[config.mk]
export PLATFORM = sky130hd
export DESIGN_NAME = path_protected_name_matcher
export DESIGN_NICKNAME = d
export VERILOG_FILES = /design/src/hdl/ppnm_pkg.sv /design/src/hdl/path_protected_name_matcher.sv
export SDC_FILE = /design/constraint.sdc
export NUM_CORES = 1
export LEC_CHECK = 0
export BUFFER_PORTS_ARGS = -buffer_cell sky130_fd_sc_hd__buf_2
export CAP_MARGIN = 20
export CORE_MARGIN = 5
export CORE_UTILIZATION = 40
export DETAILED_ROUTE_END_ITERATION = 6
export HOLD_SLACK_MARGIN = 0.12
export PLACE_DENSITY = 0.64
export SLEW_MARGIN = 20
export SYNTH_ARGS = -nofsm -noshare
export SYNTH_HDL_FRONTEND = slang
export SYNTH_SLANG_ARGS = --single-unit
[constraint.sdc]
create_clock -name clk_i -period 3.6 [get_ports clk_i]
set_input_delay 0.72 -clock clk_i [delete_from_list [all_inputs] [get_ports clk_i]]
set_output_delay 0.72 -clock clk_i [all_outputs]
set_load 0.005 [all_outputs]
[src/hdl/ppnm_pkg.sv]
// ----------------------------------------------------------------------------
// ppnm_pkg
// name tables, character codes and scan phase type for the path name matcher
// ----------------------------------------------------------------------------
package ppnm_pkg;

  localparam int unsigned NUM_ROOT  = 13;
  localparam int unsigned NUM_ANY   = 3;
  localparam int unsigned POS_W     = 4;
  localparam int unsigned STR_W     = 128;

  localparam logic [7:0] CH_COLON   = 8'h3A;
  localparam logic [7:0] CH_SLASH   = 8'h2F;
  localparam logic [7:0] CH_LOWER_A = 8'h61;
  localparam logic [7:0] CH_LOWER_Z = 8'h7A;
  localparam logic [7:0] CASE_DELTA = 8'h20;

  localparam logic [POS_W-1:0] POS_MAX = {POS_W{1'b1}};

  typedef enum logic [1:0] {
    PH_SEEK_COLON  = 2'd0,
    PH_AFTER_COLON = 2'd1,
    PH_REST        = 2'd2
  } phase_e;

  // names are right-justified, first character in the highest used byte
  localparam logic [STR_W-1:0] ROOT_STR [NUM_ROOT] = '{
    STR_W'("BOOT.ELF"),
    STR_W'("BOOT.NEW"),
    STR_W'("BOOT.BAK"),
    STR_W'("BADISK.ELF"),
    STR_W'("BAEXEC-SYSTEM"),
    STR_W'("BREXEC-SYSTEM"),
    STR_W'("BIEXEC-SYSTEM"),
    STR_W'("SYS-CONF"),
    STR_W'("BWNETCNF"),
    STR_W'("BADATA-SYSTEM"),
    STR_W'("BOOT"),
    STR_W'("APPS"),
    STR_W'(40'h41_54_4C_41_53)
  };

  localparam logic [POS_W-1:0] ROOT_LEN [NUM_ROOT] = '{
    4'd8, 4'd8, 4'd8, 4'd10, 4'd13, 4'd13, 4'd13, 4'd8, 4'd8, 4'd13, 4'd4, 4'd4, 4'd5
  };

  localparam logic [STR_W-1:0] ANY_STR [NUM_ANY] = '{
    STR_W'("SYS-CONF"),
    STR_W'("BADATA-SYSTEM"),
    STR_W'("BWNETCNF")
  };

  localparam logic [POS_W-1:0] ANY_LEN [NUM_ANY] = '{4'd8, 4'd13, 4'd8};

  // true when the name has character ch at position pos
  function automatic logic name_hit(logic [STR_W-1:0] str, logic [POS_W-1:0] len,
                                    logic [POS_W-1:0] pos, logic [7:0] ch);
    logic [POS_W-1:0] idx;
    logic [7:0]       name_ch;
    idx     = len - pos - POS_W'(1);
    name_ch = str[{idx, 3'b000} +: 8];
    return (pos < len) && (name_ch == ch);
  endfunction

  function automatic logic [7:0] fold_upper(logic [7:0] ch);
    if (ch >= CH_LOWER_A && ch <= CH_LOWER_Z) begin
      return ch - CASE_DELTA;
    end
    return ch;
  endfunction

endpackage

[src/hdl/path_protected_name_matcher.sv]
// ----------------------------------------------------------------------------
// path_protected_name_matcher
// streams a device path one character per transfer and flags protected paths
// ----------------------------------------------------------------------------
//  channel | direction | handshake                | payload
//  --------+-----------+--------------------------+-------------------------------
//  in      | sink      | in_valid_i / in_stall_o  | char_code_i, last_char_i
//  out     | source    | out_valid_o / out_stall_i| is_protected_o, is_device_root_o
//
// one character is taken per cycle while not stalled; the per-character compare
// against the name tables plus the state update fit between the input and the
// scan state registers, so the sustained rate is one transfer per clock while
// not stalled; the result of a path appears in the output register in the cycle
// after its last character; reset clears scan state and the output valid at once
// a stalled result holds in the output register; characters that are not
// the last of a path keep flowing while the result waits
// ----------------------------------------------------------------------------
module path_protected_name_matcher (
  input  logic       clk_i,
  input  logic       rst_ni,
  input  logic       in_valid_i,
  output logic       in_stall_o,
  input  logic [7:0] char_code_i,
  input  logic       last_char_i,
  output logic       out_valid_o,
  input  logic       out_stall_i,
  output logic       is_protected_o,
  output logic       is_device_root_o
);
  import ppnm_pkg::*;

  // scan state
  phase_e              phase_q, phase_d;
  logic [POS_W-1:0]    pos_q, pos_d;
  logic [NUM_ROOT-1:0] root_alive_q, root_alive_d;
  logic [NUM_ANY-1:0]  any_alive_q, any_alive_d;
  logic                first_comp_q, first_comp_d;
  logic                rest_seen_q, rest_seen_d;
  logic                match_q, match_d;

  // output register
  logic out_valid_q, out_valid_d;
  logic prot_q, prot_d;
  logic root_q, root_d;

  logic       in_xfer;
  logic [7:0] ch_fold;
  logic       feed;

  // state after this character, before the end-of-path clear
  phase_e              phase_n;
  logic [POS_W-1:0]    pos_n;
  logic [NUM_ROOT-1:0] root_alive_n;
  logic [NUM_ANY-1:0]  any_alive_n;
  logic                first_comp_n;
  logic                rest_seen_n;
  logic                match_n;
  logic                comp_hit_n;

  // a last character may only enter while the output register can take it
  assign in_stall_o = out_valid_q && out_stall_i && last_char_i;
  assign in_xfer    = in_valid_i && !in_stall_o;
  assign ch_fold    = fold_upper(char_code_i);

  // the byte right after the colon is skipped when it is a slash
  assign feed = (phase_q == PH_REST) ||
                ((phase_q == PH_AFTER_COLON) && (char_code_i != CH_SLASH));

  // next scan state
  always_comb begin
    phase_n      = phase_q;
    pos_n        = pos_q;
    root_alive_n = root_alive_q;
    any_alive_n  = any_alive_q;
    first_comp_n = first_comp_q;
    rest_seen_n  = rest_seen_q;
    match_n      = match_q;

    case (phase_q)
      PH_SEEK_COLON: begin
        if (char_code_i == CH_COLON) begin
          phase_n = PH_AFTER_COLON;
        end
      end
      PH_AFTER_COLON: phase_n = PH_REST;
      PH_REST:        phase_n = PH_REST;
      default:        phase_n = PH_SEEK_COLON;
    endcase

    if (feed) begin
      rest_seen_n = 1'b1;
      if (char_code_i == CH_SLASH) begin
        // component boundary: fold the finished component into the match flag
        for (int i = 0; i < NUM_ROOT; i++) begin
          if (first_comp_q && root_alive_q[i] && pos_q == ROOT_LEN[i]) begin
            match_n = 1'b1;
          end
        end
        for (int i = 0; i < NUM_ANY; i++) begin
          if (any_alive_q[i] && pos_q == ANY_LEN[i]) begin
            match_n = 1'b1;
          end
        end
        pos_n        = '0;
        root_alive_n = '1;
        any_alive_n  = '1;
        first_comp_n = 1'b0;
      end else begin
        // knock out every name that differs at this position
        for (int i = 0; i < NUM_ROOT; i++) begin
          if (!name_hit(ROOT_STR[i], ROOT_LEN[i], pos_q, ch_fold)) begin
            root_alive_n[i] = 1'b0;
          end
        end
        for (int i = 0; i < NUM_ANY; i++) begin
          if (!name_hit(ANY_STR[i], ANY_LEN[i], pos_q, ch_fold)) begin
            any_alive_n[i] = 1'b0;
          end
        end
        pos_n = (pos_q < POS_MAX) ? pos_q + POS_W'(1) : POS_MAX;
      end
    end
  end

  // open component at the end of the path
  always_comb begin
    comp_hit_n = 1'b0;
    for (int i = 0; i < NUM_ROOT; i++) begin
      if (first_comp_n && root_alive_n[i] && pos_n == ROOT_LEN[i]) begin
        comp_hit_n = 1'b1;
      end
    end
    for (int i = 0; i < NUM_ANY; i++) begin
      if (any_alive_n[i] && pos_n == ANY_LEN[i]) begin
        comp_hit_n = 1'b1;
      end
    end
  end

  // register updates; the path state returns to reset after its last character
  always_comb begin
    phase_d      = phase_q;
    pos_d        = pos_q;
    root_alive_d = root_alive_q;
    any_alive_d  = any_alive_q;
    first_comp_d = first_comp_q;
    rest_seen_d  = rest_seen_q;
    match_d      = match_q;
    if (in_xfer) begin
      if (last_char_i) begin
        phase_d      = PH_SEEK_COLON;
        pos_d        = '0;
        root_alive_d = '1;
        any_alive_d  = '1;
        first_comp_d = 1'b1;
        rest_seen_d  = 1'b0;
        match_d      = 1'b0;
      end else begin
        phase_d      = phase_n;
        pos_d        = pos_n;
        root_alive_d = root_alive_n;
        any_alive_d  = any_alive_n;
        first_comp_d = first_comp_n;
        rest_seen_d  = rest_seen_n;
        match_d      = match_n;
      end
    end
  end

  // result register: loads on the last character, drains when not stalled
  always_comb begin
    out_valid_d = out_valid_q && out_stall_i;
    prot_d      = prot_q;
    root_d      = root_q;
    if (in_xfer && last_char_i) begin
      out_valid_d = 1'b1;
      if (phase_n == PH_SEEK_COLON) begin
        // no device prefix at all
        prot_d = 1'b0;
        root_d = 1'b0;
      end else if (!rest_seen_n) begin
        // nothing after the root
        prot_d = 1'b1;
        root_d = 1'b1;
      end else begin
        prot_d = match_n || comp_hit_n;
        root_d = 1'b0;
      end
    end
  end

  always_ff @(posedge clk_i or negedge rst_ni) begin
    if (!rst_ni) begin
      phase_q      <= PH_SEEK_COLON;
      pos_q        <= '0;
      root_alive_q <= '1;
      any_alive_q  <= '1;
      first_comp_q <= 1'b1;
      rest_seen_q  <= 1'b0;
      match_q      <= 1'b0;
      out_valid_q  <= 1'b0;
    end else begin
      phase_q      <= phase_d;
      pos_q        <= pos_d;
      root_alive_q <= root_alive_d;
      any_alive_q  <= any_alive_d;
      first_comp_q <= first_comp_d;
      rest_seen_q  <= rest_seen_d;
      match_q      <= match_d;
      out_valid_q  <= out_valid_d;
    end
  end

  // payload needs no reset
  always_ff @(posedge clk_i) begin
    prot_q <= prot_d;
    root_q <= root_d;
  end

  assign out_valid_o      = out_valid_q;
  assign is_protected_o   = prot_q;
  assign is_device_root_o = root_q;

endmodule
==> impl_results.rst, run 1 <==
.. list-table::
   :header-rows: 1

   * - Metric
     - Value
   * - Global placement routability congestion
     - 0.981
   * - Worst-case setup margin in the final layout
     - 289 ps
   * - Proportion of synthesized chip area in sequential cells
     - 18.9%
   * - Worst r2r dst
     - is_protected_o
   * - Sum of negative setup slack
     - 0 ps
   * - Endpoint required time on the critical path
     - 3620 ps
   * - CTS sink cnt
     - 28
   * - Reg2reg path depth
     - 13
   * - Data arrival, critical path
     - 3330 ps
   * - Outcome
     - completed
   * - Initial antenna violation count
     - 0
   * - Number of nets in the finished design
     - 566
   * - Floorplan Core Area
     - 9640 um2
   * - Primary flip-flop cell chosen by synthesis mapping
     - sky130_fd_sc_hd__dfstp_2
   * - Area used by multi-input combinational logic
     - 2910 um2
   * - Top achievable clock speed
     - 302 MHz
   * - Pwr per Cell Area
     - 186 nW/um2
   * - Combined area of all synthesized cells
     - 3880 um2
   * - Commonest non-fill, non-tap cell in the layout
     - sky130_fd_sc_hd__nand2_1
   * - Synthesis-to-layout area growth
     - 9.77%
   * - Critical Path Sink Type
     - flip-flop
   * - Post-CTS Setup Repair Bufs
     - 0
   * - Actual slew at the worst max-slew pin
     - 601 ps
   * - GRT overflow
     - 0
   * - Peak ir drop on the vdd network
     - 0.145 mV
   * - Largest net degree at the start of global routing
     - 27
   * - Detail-routed net length per standard cell
     - 19.1 um
   * - Minimum setup slack among reg-to-reg paths
     - 290 ps
   * - Combinational family with the most area after synthesis
     - compound AO/OA/AOI/OAI gates
   * - Port Buffers
     - 16
   * - Clock period minus worst slack
     - 3310 ps
   * - Bufs on Longest Clock Path
     - 2
   * - Fraction of the mapped netlist area in compound gates
     - 27.4%
   * - Height of the die
     - 109 um
   * - Placement row count
     - 36
   * - Post-DR vias/cell
     - 6.06
   * - CTS clk-pin slew, worst paths
     - 100 ps
   * - Startpoint class of the critical path
     - flip-flop
   * - Share of layout cells above drive strength 1
     - 18.6%
   * - Count of different cell masters after synthesis
     - 84
   * - Overall routed net length
     - 12500 um
   * - Post-route DRC
     - 0
   * - Worst hold path class
     - in2async
   * - Via count of the first global-routing pass
     - 3763
   * - Clock root buffer
     - sky130_fd_sc_hd__clkbuf_8
   * - Share of the synthesized netlist area taken by xor and xnor gates
     - 11.7%
   * - Post-synthesis cell count
     - 503
   * - Post-detail-place hpwl
     - 9620 um
   * - Maximum fanout count along the critical path
     - 9
   * - Setup repair after global routing missed its margin
     - no
   * - Number of levels in the clock H-tree
     - 1
   * - CTS tree
     - yes
   * - Final core utilization
     - 44.2%
   * - Clock insertion delay at the later pin of the skew report
     - 280 ps
   * - Worst setup path start
     - pos_q[0]
   * - Die area
     - 11800 um2
   * - Number of nets produced by synthesis
     - 546
   * - Boundary pin count
     - 17
   * - Number of enable flip-flop cells after synthesis
     - 2
   * - Final hold violation count
     - 0
   * - Simple-Gate Fraction of Synth Area
     - 25.6%
   * - Launching point of the worst reg2reg path
     - pos_q[0]
   * - Number of max-slew violations in the final report
     - 0
   * - First DRT Iteration DRCs
     - 352
   * - Overall via count from detail_route
     - 3972
   * - Width of the die
     - 109 um
   * - Hold bufs inserted after CTS
     - 0
   * - Static leakage
     - 0.00168 uW
   * - Worst Skew
     - 4.17 ps
   * - Share of cell area taken by muxes after synthesis
     - 0.516%
   * - Inserted Clock Buffers
     - 3
   * - Total of max-cap violations
     - 0
   * - Fill count
     - 988
   * - Number of iterations in the first detailed-routing pass
     - 5
   * - Period utilisation layout
     - 92.0%
   * - Area share of fa/ha/maj cells after synthesis
     - 9.67%
   * - Critical Setup Path Class
     - reg2reg
   * - Setup-violating endpoint count in the final report
     - 0
   * - Relative max-transition margin
     - 59.8%
   * - Final antenna diode count
     - 0
   * - Number of synthesized register bits
     - 28
   * - All-layer global routing usage
     - 21.3%
   * - Most used cells in the layout excluding fill and tap cells
     - sky130_fd_sc_hd__nand2_1, sky130_fd_sc_hd__nor2_1, sky130_fd_sc_hd__xnor2_1
   * - Warnings from Yosys
     - 0
   * - Async S/R FF share, synth
     - 92.9%
   * - Starting density of the core
     - 40.3%
   * - Worst slack at placement
     - 102 ps
   * - First-pass GRT wire length
     - 20100 um
   * - Mean cell area of the mapped netlist
     - 7.72 um2
   * - Combined flip-flop and latch cell area
     - 733 um2
   * - Antenna Nets Post-Route
     - 0
## critical path: stages (launching register included)
cell                       delay (ps)
sky130_fd_sc_hd__dfrtp_1          400
sky130_fd_sc_hd__inv_2             70
sky130_fd_sc_hd__ha_1             180
sky130_fd_sc_hd__inv_2             50
sky130_fd_sc_hd__ha_1             380
sky130_fd_sc_hd__nand2_1          160
sky130_fd_sc_hd__a21oi_1           60
sky130_fd_sc_hd__a31o_1           200
sky130_fd_sc_hd__or4_1            470
sky130_fd_sc_hd__nand3_1          140
sky130_fd_sc_hd__o31ai_2          110
sky130_fd_sc_hd__a221o_1          380
sky130_fd_sc_hd__o311ai_1         310
sky130_fd_sc_hd__a41oi_2          150
## cell usage after synthesis, types with 3 or more instances
cell type,number,area (um2)
sky130_fd_sc_hd__a31oi_1,8,50.1
sky130_fd_sc_hd__xnor2_1,34,298
sky130_fd_sc_hd__inv_1,17,63.8
sky130_fd_sc_hd__xor2_1,16,140
sky130_fd_sc_hd__a211oi_1,5,37.5
sky130_fd_sc_hd__a22oi_1,3,22.5
sky130_fd_sc_hd__nor2b_1,8,50.1
sky130_fd_sc_hd__nand2_1,53,199
sky130_fd_sc_hd__o21ai_1,6,30.0
sky130_fd_sc_hd__a21oi_1,33,165
sky130_fd_sc_hd__nor3b_1,3,22.5
sky130_fd_sc_hd__nor3_1,15,75.1
sky130_fd_sc_hd__a31o_2,3,26.3
sky130_fd_sc_hd__buf_2,10,50.1
sky130_fd_sc_hd__dfstp_2,17,447
sky130_fd_sc_hd__buf_1,3,11.3
sky130_fd_sc_hd__and2_1,4,25.0
sky130_fd_sc_hd__inv_2,4,15.0
sky130_fd_sc_hd__o22a_1,3,26.3
sky130_fd_sc_hd__dfrtp_1,9,225
sky130_fd_sc_hd__nand2b_1,12,75.1
sky130_fd_sc_hd__nor4b_1,3,26.3
sky130_fd_sc_hd__nand4_1,5,31.3
sky130_fd_sc_hd__o21ai_0,32,160
sky130_fd_sc_hd__nor2_1,40,150
sky130_fd_sc_hd__or4_1,3,22.5
sky130_fd_sc_hd__and3_1,4,25.0
sky130_fd_sc_hd__o32ai_1,3,26.3
sky130_fd_sc_hd__o221ai_1,3,26.3
sky130_fd_sc_hd__clkbuf_1,14,52.6
sky130_fd_sc_hd__nor4_1,11,68.8
sky130_fd_sc_hd__nand3b_1,3,22.5
sky130_fd_sc_hd__ha_1,30,375
sky130_fd_sc_hd__nand3_1,15,75.1
sky130_fd_sc_hd__a211o_1,3,26.3
sky130_fd_sc_hd__o22ai_1,6,37.5
sky130_fd_sc_hd__a32oi_1,3,26.3
## where the power goes
group / leakage (uW) / internal [uW] / switching (uW)
registers: 0.000321 / 331 / 8.34
clock network: 0.0000339 / 121 / 106
logic: 0.00132 / 86.2 / 139
total: 0.00168 / 539 / 253
## sequential cells by signal, indices dropped and copies added, names as in the netlist, 2 cells and up
signal / flops
any_alive_q: 3
pos_q: 4
root_alive_q: 13
phase_q: 2
## layout make-up
type                    count  area share, %
clock buffers               4           1.56
inverters                  21           1.85
multi-input cells         423           68.3
flip-flops and latches     28           17.2
well taps                 133           3.91
repair buffers             46           7.17
## layer usage
| metal | vias to the layer above | wire, um | track usage [%] |
|---|---|---|---|
| met5 | - | 0 | 0 |
| met3 | 30 | 926 | 2.57 |
| met4 | 0 | 391 | 6.85 |
| li1 | 1875 | - | - |
| met2 | 203 | 5760 | 35.2 |
| met1 | 1864 | 5430 | 28.8 |
## stage by stage
step	cells	area (um2)	hold WS [ps]	total power [uW]
3_3_place_gp	651	4190	469	565
6_report	655	4260	431	792
4_1_cts	655	4260	452	791
3_5_place_dp	651	4190	478	568
5_1_grt	655	4260	477	828
2_1_floorplan	503	3880	424	495
## worst max path at each step
stage                     endpoint  slack (ps)  cells after the start
floorplan           is_protected_o          10                     15
global placement    is_protected_o         110                     10
detailed placement  is_protected_o         100                     10
CTS                 is_protected_o         210                     12
global route        is_protected_o         120                     13
finish              is_protected_o         290                     13
## kinds of logic (layout without fill, tap and decap cells)
group / count (synthesis) / in the layout
XOR/XNOR: 51 / 51
adder cells (fa/ha/maj): 30 / 30
buffers and inverters: 52 / 71
flip-flops: 28 / 28
multiplexers: 2 / 2
AO/OA/AOI/OAI: 149 / 149
AND/OR/NAND/NOR: 191 / 191
## timing repair
| action | in CTS | in global routing |
|---|---|---|
| endpoints found under the setup margin | 0 | 1 |
| gates resized for setup | 0 | 1 |
| hold endpoints to repair | 0 | 0 |
(Power assumes the default switching activity.)
==> run 2: changes to the inputs <==
--- a/config.mk
+++ b/config.mk
@@ -9,6 +9,7 @@
 export CAP_MARGIN = 20
 export CORE_MARGIN = 5
 export CORE_UTILIZATION = 40
+export CTS_BUF_LIST = sky130_fd_sc_hd__clkbuf_16
 export DETAILED_ROUTE_END_ITERATION = 6
 export HOLD_SLACK_MARGIN = 0.12
 export PLACE_DENSITY = 0.64
==> constraint.sdc (replaced) <==
create_clock -name clk_i -period 2.75 [get_ports clk_i]
set_input_delay 0.55 -clock clk_i [delete_from_list [all_inputs] [get_ports clk_i]]
set_output_delay 0.55 -clock clk_i [all_outputs]
set_load 0.005 [all_outputs]
==> impl_results.rst, run 2 (synthesis results as in run 1) <==
.. list-table::
   :header-rows: 1

   * - Metric
     - Value
   * - Outcome
     - finished, violations left
   * - Failing checks
     - setup timing
   * - Number of nets in the finished design
     - 664
   * - Minimum setup slack among reg-to-reg paths
     - -300 ps
   * - Endpoint required time on the critical path
     - 2740 ps
   * - Bufs on Longest Clock Path
     - 2
   * - Global placement routability congestion
     - 1.00
   * - CTS tree
     - yes
   * - Width of the die
     - 109 um
   * - Critical Setup Path Class
     - reg2reg
   * - Pwr per Cell Area
     - 216 nW/um2
   * - Max FFs per register
     - 13
   * - Longest individual stage delay on the worst path
     - 430 ps
   * - GRT overflow
     - 0
   * - Setup repair after global routing missed its margin
     - yes
   * - Overall routed net length
     - 14100 um
   * - Worst Skew
     - 3.59 ps
   * - Post-route DRC
     - 0
   * - Clock power share
     - 28.3%
   * - Reg2reg path depth
     - 13
   * - Psw
     - 357 uW
   * - Number of max-slew violations in the final report
     - 0
   * - Worst hold path class
     - in2async
   * - Post-detail-place hpwl
     - 11100 um
   * - First DRT Iteration DRCs
     - 380
   * - Data arrival, critical path
     - 3040 ps
   * - Cell type with the highest occurrence count on the critical path
     - sky130_fd_sc_hd__ha_4
   * - Placement row count
     - 36
   * - Setup-violating endpoint count in the final report
     - 2
   * - Proportion of total power due to net switching
     - 31.0%
   * - Worst r2r dst
     - is_protected_o
   * - Height of the die
     - 109 um
   * - Startpoint class of the critical path
     - flip-flop
   * - Final hold violation count
     - 0
   * - Die area
     - 11800 um2
   * - Internal power summed over all cells
     - 794 uW
   * - Commonest non-fill, non-tap cell in the layout
     - sky130_fd_sc_hd__buf_4
   * - Number of standard cells in the layout, taps in and fillers out
     - 753
   * - Most used cells in the layout excluding fill and tap cells
     - sky130_fd_sc_hd__buf_4, sky130_fd_sc_hd__nand2_1, sky130_fd_sc_hd__nor2_1
   * - Peak ir drop on the vdd network
     - 0.153 mV
   * - Proportion of power drawn by combinational gates
     - 33.1%
   * - Inserted Clock Buffers
     - 3
   * - Period utilisation layout
     - 111%
   * - All-layer global routing usage
     - 23.8%
   * - Initial antenna violation count
     - 0
   * - Port Buffers
     - 16
   * - Sequence of cells on the critical path
     - inv_4 -> ha_4 -> inv_6 -> ha_4 -> buf_12 -> nor2b_2 -> o21ai_2 -> nor4b_2 -> o211ai_1 -> o31ai_4 -> a221o_1 -> o311ai_4 -> a41oi_2
   * - Static leakage
     - 0.00221 uW
   * - Clock insertion delay at the later pin of the skew report
     - 260 ps
   * - Flop pwr share
     - 38.6%
   * - CTS clk-pin slew, worst paths
     - 70 ps
   * - Clock period minus worst slack
     - 3050 ps
   * - Launching point of the worst reg2reg path
     - pos_q[0]
   * - Cell with the largest stage delay on the worst path
     - sky130_fd_sc_hd__dfrtp_2
   * - Post-DR vias/cell
     - 5.77
   * - Total power of the final layout
     - 1150 uW
   * - Instance count after placement with tap cells included
     - 746
   * - Final antenna diode count
     - 0
   * - Summed area of non-filler cells in the final layout
     - 5320 um2
   * - Relative max-transition margin
     - 62.0%
   * - Clock root buffer
     - sky130_fd_sc_hd__clkbuf_16
   * - First-pass GRT wire length
     - 22000 um
   * - Number of iterations in the first detailed-routing pass
     - 5
   * - Top achievable clock speed
     - 328 MHz
   * - Total of max-cap violations
     - 0
   * - Synthesis-to-layout area growth
     - 37.1%
   * - Floorplan Core Area
     - 9640 um2
   * - Sum of negative setup slack
     - -438 ps
   * - Worst-case setup margin in the final layout
     - -295 ps
   * - Antenna Nets Post-Route
     - 0
   * - Number of levels in the clock H-tree
     - 1
   * - Maximum fanout count along the critical path
     - 10
   * - Via count of the first global-routing pass
     - 4185
   * - Detail-routed net length per standard cell
     - 18.7 um
   * - Top flop regs
     - root_alive_q (13), pos_q (4), any_alive_q (3)
   * - Worst slack at placement
     - -359 ps
   * - Register containing the most flip-flops in the final layout
     - root_alive_q
   * - Boundary pin count
     - 17
   * - Largest net degree at the start of global routing
     - 27
   * - Critical Path Sink Type
     - flip-flop
   * - Share of layout cells above drive strength 1
     - 38.1%
   * - Cell area reported after detailed placement
     - 4970 um2
   * - CTS sink cnt
     - 28
   * - Starting density of the core
     - 40.3%
   * - Actual slew at the worst max-slew pin
     - 570 ps
   * - Overall via count from detail_route
     - 4347
[run 2: cell count changes in the layout (fill, tap and decap cells not counted), sizes merged]
cell,before,now
clkinv,0,1
buf,46,144
clkbuf,4,3
[run 2: how the worst max path moves through the flow]
stage / startpoint / to / slack, ps / cells past startpoint
6_report: pos_q[0] / is_protected_o / -300 / 13
3_3_place_gp: pos_q[0] / is_protected_o / -310 / 12
4_1_cts: pos_q[1] / is_protected_o / -250 / 12
3_5_place_dp: char_code_i[1] / is_protected_o / -360 / 11
2_1_floorplan: pos_q[1] / is_protected_o / -470 / 15
5_1_grt: pos_q[0] / is_protected_o / -400 / 13
[run 2: area by class of cell]
| class | count | area [um2] |
|---|---|---|
| clock buffers | 3 | 75.1 |
| clock inverters | 1 | 3.75 |
| fillers | 923 | 4320 |
| inverters | 21 | 93.8 |
| multi-input cells | 423 | 3180 |
| flip-flops and latches | 28 | 736 |
| well taps | 133 | 166 |
| repair buffers | 144 | 1060 |
[run 2: per-stage QoR]
| stage | utilization (%) | hold WS (ps) |
|---|---|---|
| after floorplan | - | 254 |
| after global placement | 51.6 | 472 |
| after detailed placement | 51.6 | 476 |
| after CTS | 53.0 | 300 |
| after global routing | 55.2 | 332 |
| final | 55.2 | 279 |
[run 2: power by group through the flow]
| stage | Clock (uW) | Combinational (uW) | Sequential, uW |
|---|---|---|---|
| 2_1_floorplan | 0 | 205 | 448 |
| 3_3_place_gp | 0 | 348 | 450 |
| 3_5_place_dp | 0 | 355 | 450 |
| 4_1_cts | 334 | 359 | 444 |
| 5_1_grt | 350 | 407 | 445 |
| 6_report | 326 | 381 | 444 |
[run 2: timing repair]
item                                   in CTS  in global routing
buffers inserted                            0                  3
cloned                                      0                  0
setup endpoints to repair                   2                  9
hold buffers                                0                  0
pin swaps                                   8                 19
endpoints found under the hold margin       0                  0
gates resized for setup                    15                 37
[run 2: worst max-delay path, delay by kind of cell (launching register included)]
family          cells  cell delay (ps)
compound gates      6             1240
simple gates        2              380
fa+ha+maj           2              440
flops               1              430
buf+inv             3              280
[run 2: layer usage]
metal	vias up	share of wire (%)	global-route usage, %
met5	-	0	0
met4	0	4.5	9.92
met3	45	5.9	2.39
met2	186	47	39.5
met1	2043	43	31.4
li1	2073	-	-
